===== config.mk =====
export PLATFORM = sky130hd
export DESIGN_NAME = fsmc_ctrl
export DESIGN_NICKNAME = d
export VERILOG_FILES = /design/src/design/fsmc_pkg.sv /design/src/design/fsmc_ctrl.sv
export SDC_FILE = /design/constraint.sdc
export NUM_CORES = 1
export LEC_CHECK = 0
export ABC_CLOCK_PERIOD_IN_PS = 4000
export BUFFER_PORTS_ARGS = -buffer_cell sky130_fd_sc_hd__buf_2
export CAP_MARGIN = 20
export CORE_AREA = 5 5 42 44
export DETAILED_ROUTE_END_ITERATION = 10
export DIE_AREA = 0 0 47 49
export GPL_TIMING_DRIVEN = 0
export SETUP_SLACK_MARGIN = 0.2
export SLEW_MARGIN = 10
export SYNTH_ARGS = -nofsm -noshare
export SYNTH_HDL_FRONTEND = slang
export SYNTH_SLANG_ARGS = --single-unit
export TNS_END_PERCENT = 1

===== constraint.sdc =====
create_clock -name clk -period 4 [get_ports clk]
set_input_delay 0.2 -clock clk [delete_from_list [all_inputs] [get_ports clk]]
set_output_delay 0.2 -clock clk [all_outputs]
set_load 0.02 [all_outputs]

===== src/design/fsmc_pkg.sv =====
// Shared types, opcodes and status codes for the Forth stack machine core.
package fsmc_pkg;

    localparam int STACK_DEPTH_DEF = 128;
    localparam int WORD_W          = 32;
    localparam int DIV_STEPS       = WORD_W;
    localparam int DIV_CNT_W       = $clog2(DIV_STEPS + 1);

    typedef enum logic [4:0] {
        OP_LIT    = 5'd0,
        OP_ADD    = 5'd1,
        OP_SUB    = 5'd2,
        OP_MUL    = 5'd3,
        OP_DIV    = 5'd4,
        OP_MOD    = 5'd5,
        OP_EQ     = 5'd6,
        OP_LT     = 5'd7,
        OP_GT     = 5'd8,
        OP_DUP    = 5'd9,
        OP_DROP   = 5'd10,
        OP_SWAP   = 5'd11,
        OP_OVER   = 5'd12,
        OP_ROT    = 5'd13,
        OP_PRINT  = 5'd14,
        OP_EMIT   = 5'd15,
        OP_TO_R   = 5'd16,
        OP_R_FROM = 5'd17,
        OP_R_FET  = 5'd18,
        OP_INDEX  = 5'd19,
        OP_CR     = 5'd20
    } opcode_t;

    typedef enum logic [2:0] {
        ST_OK    = 3'd0,
        ST_UNDER = 3'd1,
        ST_OVER  = 3'd2,
        ST_DIVZ  = 3'd3,
        ST_EMPTY = 3'd4
    } status_t;

    localparam logic [WORD_W-1:0] TRUE_WORD = '1;
    localparam logic [WORD_W-1:0] NEWLINE   = WORD_W'(10);

    typedef struct packed {
        logic [4:0]               cmd;
        logic signed [WORD_W-1:0] literal;
    } in_item_t;

    typedef struct packed {
        logic                     out_valid;
        logic                     out_kind;
        logic signed [WORD_W-1:0] out_value;
        logic [2:0]               status;
        logic [7:0]               data_depth;
        logic signed [WORD_W-1:0] top_value;
        logic [7:0]               return_depth;
    } res_item_t;

    // controller to datapath
    typedef struct packed {
        logic accept;
        logic commit;
        logic div_start;
        logic rot2;
    } ctl_t;

    // datapath to controller
    typedef struct packed {
        logic need_div;
        logic div_done;
        logic out_free;
        logic rot_ok;
    } stat_t;

endpackage


===== src/design/fsmc_ctrl.sv =====
// Sequencing state machine: accept, execute, divide wait, second rot write.
module fsmc_ctrl (
    input  logic            clk,
    input  logic            rst_n,
    input  logic            in_valid,
    output logic            in_ready,
    input  fsmc_pkg::stat_t stat,
    output fsmc_pkg::ctl_t  ctl
);
    typedef enum logic [4:0] {
        S_IDLE = 5'b00001,
        S_EXEC = 5'b00010,
        S_DIVW = 5'b00100,
        S_DFIN = 5'b01000,
        S_ROT2 = 5'b10000
    } state_t;

    state_t state_reg, state_next;
    logic   fin;

    always_comb
    begin
        state_next    = state_reg;
        in_ready      = 1'b0;
        fin           = 1'b0;
        ctl           = '0;
        unique case (state_reg)
            S_IDLE:
            begin
                in_ready   = 1'b1;
                ctl.accept = in_valid;
                if (in_valid)
                    state_next = S_EXEC;
            end
            S_EXEC:
            begin
                if (stat.need_div)
                begin
                    ctl.div_start = 1'b1;
                    state_next    = S_DIVW;
                end
                else
                    fin = 1'b1;
            end
            S_DIVW:
            begin
                if (stat.div_done)
                    state_next = S_DFIN;
            end
            S_DFIN:
                fin = 1'b1;
            S_ROT2:
            begin
                ctl.rot2   = 1'b1;
                state_next = S_IDLE;
            end
            default:
                state_next = S_IDLE;
        endcase
        // hold until the result slot is free
        if (fin && stat.out_free)
        begin
            ctl.commit = 1'b1;
            state_next = stat.rot_ok ? S_ROT2 : S_IDLE;
        end
    end

    always_ff @(posedge clk or negedge rst_n)
    begin
        if (!rst_n)
            state_reg <= S_IDLE;
        else
            state_reg <= state_next;
    end

endmodule


==> results.py <==
metrics = {
    "routing": {
        "num_vias": 338,
        "final_antenna_net_count": 0,
        "dr.pass1.iters": 4,
        "wl_per_cell_um": 11.01,
        "drcViolationCount": 0,
        "drt_wl_total_um": 782,
        "vias_per_cell": 4.761,
        "drt-initial-drc-count": 2,
    },
    "grt": {
        "antenna_found_initial": 0,
        "grt_first_pass_wirelength_um": 1400,
        "grt_max_degree": 11,
        "grt.total_usage_pct": 8.622,
        "grt_overflow": 0,
        "first_global_vias": 335,
    },
    "run": {
        "max_cap_violations": 0,
    },
    "layout": {
        "num_antenna_cells": 0,
        "final_common_cell": "buf_2",
        "final_cells": 71,
        "mostFrequentLayoutCells": "12 x buf_2, 5 x nor3_1, 4 x dfrtp_1",
        "syn2layout_area_growth_pct": 30.90,
        "fin_util_pct": 33.66,
        "largest_reg_flops": 5,
        "nets": 63,
        "drive_gt1_share_pct": 43.64,
    },
    "clock_tree": {
        "insertion_delay_ns": 0.24,
        "cts_max_level": 1,
        "path_clk_slew_ns": 0.04,
        "cts_tree": "done",
        "cts_resized": 0,
        "numCtsBuffers": 3,
        "postCtsSetupRepairBufs": 0,
        "cts_buffer_depth": 2,
        "cts-root-buf": "clkbuf_4",
        "cts_hold_buf": 1,
        "cts_sinks": 5,
    },
    "floorplanning": {
        "start_util_pct": 25.71,
        "coreArea_um2": 1401,
        "dieArea_um2": 2303,
        "ioPinCount": 12,
        "row_count": 14,
        "die_x_um": 47,
        "die_h_um": 49,
    },
    "placement": {
        "place_inst": 66,
        "dp_hpwl_um": 632.8,
        "globalplace.congestion": 0.7805,
        "io_buffer_count": 11,
    },
    "synthesis": {
        "synth_cells": 39,
        "syn-num-nets": 46,
        "synthTopCellsByArea": "dfrtp_1 28%, dfstp_2 7.3%, nor3_1 6.9%, or3_4 6.3%, nor4b_2 4.2%",
        "yosysSeqAreaShare_pct": 35.07,
        "synthesis.area_um2": 360.3,
        "ys_ff_latch": 5,
        "ys_warn_count": 0,
        "synth_top_cell_by_area": "dfrtp_1",
        "synth_area_per_cell_um2": 9.240,
        "synth_cell_types": 23,
        "synth_top_area_share_pct": 27.78,
    },
    "run_status": {
        "status": "finished, final reports clean",
    },
    "sta": {
        "finalSetupTns_ns": 0,
        "hold_viol": 0,
        "finalCriticalPeriod_ns": 1.915,
        "slew_viol_final": 0,
        "setup_viol": 0,
        "slew_headroom_pct": 74.57,
        "hold_slack_ns": 0.1314,
        "tightest_slew_ns": 0.3804,
        "rsz0062_at_grt": "no",
        "timing.final.crit_share_pct": 47.86,
        "fmax_mhz": 522.3,
        "skew_ns": 0.005657,
    },
    "setup_path": {
        "arrival_ns": 1.71,
        "critical-path-max-stage-delay_ns": 0.39,
        "path_cells": "buf_6, or3_4, or3_4, inv_1, buf_2",
        "crit_type": "reg2out",
        "critPathLaunchType": "register",
        "cp_top_family": "simple AND/OR/NAND/NOR gates",
        "required_ns": 3.80,
        "cp_common_cell": "or3_4",
        "end_kind": "output pin",
        "crit_fanout": 8,
        "path_buf_inv": 3,
        "critical_path.slowest_cell": "or3_4",
    },
    "power": {
        "ir_drop_mv": 0.2116,
        "p_leak_uw": 0.0002195,
        "power_density_nw_per_um2": 608.4,
    },
    "hold_path": {
        "hold_path_class": "in2reg",
    },
}
[layer usage]
layer	GRT usage (%)	share of wire (%)	vias to the layer above
met4	5.530	1.8	0
met5	0	0	-
met3	4.428	5.0	2
li1	-	-	171
met1	11.11	48	156
met2	10.86	45	9
[cell type report]
cell class,instances,area [um^2]
fillers,168,929.6
multi-input cells,29,206.4
flip-flops and latches,5,126.4
repair buffers,12,65.06
clock buffers,4,26.28
well taps,16,20.02
plain buffers,2,16.27
inverters,3,11.26
[cell usage after synthesis]
| library cell | number |
|---|---|
| buf_6 | 1 |
| dfstp_2 | 1 |
| mux2i_1 | 1 |
| nor3b_2 | 1 |
| nand2_1 | 2 |
| a22oi_2 | 1 |
| or3_4 | 2 |
| a21oi_1 | 1 |
| nor4_1 | 1 |
| nor4b_2 | 1 |
| xnor2_1 | 1 |
| inv_1 | 3 |
| and2_1 | 2 |
| buf_2 | 1 |
| a31oi_1 | 2 |
| or2_2 | 1 |
| or4_1 | 1 |
| nand2b_1 | 2 |
| nor3_1 | 5 |
| or3_1 | 1 |
| nor2_1 | 3 |
| o211ai_2 | 1 |
| dfrtp_1 | 4 |
[cell families after synthesis]
logic type / Yosys count / synth area share, %
compound gates: 5 / 11.80
buf+inv: 5 / 7.637
simple gates: 22 / 40.28
flops: 5 / 35.07
xor+xnor: 1 / 2.431
mux: 1 / 2.778
[final timing paths]
kind | from | end | slack (ns) | depth (start not counted)
worst min-delay path | stat[0] | state_reg[0] | 0.13 | 2
worst min register to register | state_reg[3] | state_reg[2] | 0.57 | 1
worst max register to register | state_reg[2] | state_reg[0] | 2.48 | 5
min in group asynchronous | rst_n | state_reg[2] | 0.30 | 2
max in group asynchronous | rst_n | state_reg[0] | 3.48 | 2
worst max-delay path | state_reg[2] | ctl[1] | 2.09 | 5
[stage by stage]
stage | instance area, um^2 | total power, uW | setup WS, ns
2_1_floorplan | 360.3 | 196.2 | 2.240
3_3_place_gp | 435.4 | 229.0 | 2.348
3_5_place_dp | 435.4 | 232.1 | 2.339
4_1_cts | 471.7 | 292.9 | 2.073
5_1_grt | 471.7 | 314.2 | 2.023
6_report | 471.7 | 287.0 | 2.085
[power breakdown]
group,internal (uW),switching (uW)
clock network,37.6,19.1
registers,67.1,10.9
logic,69.2,83.1
Note: power is estimated with default switching activity, not from simulation.
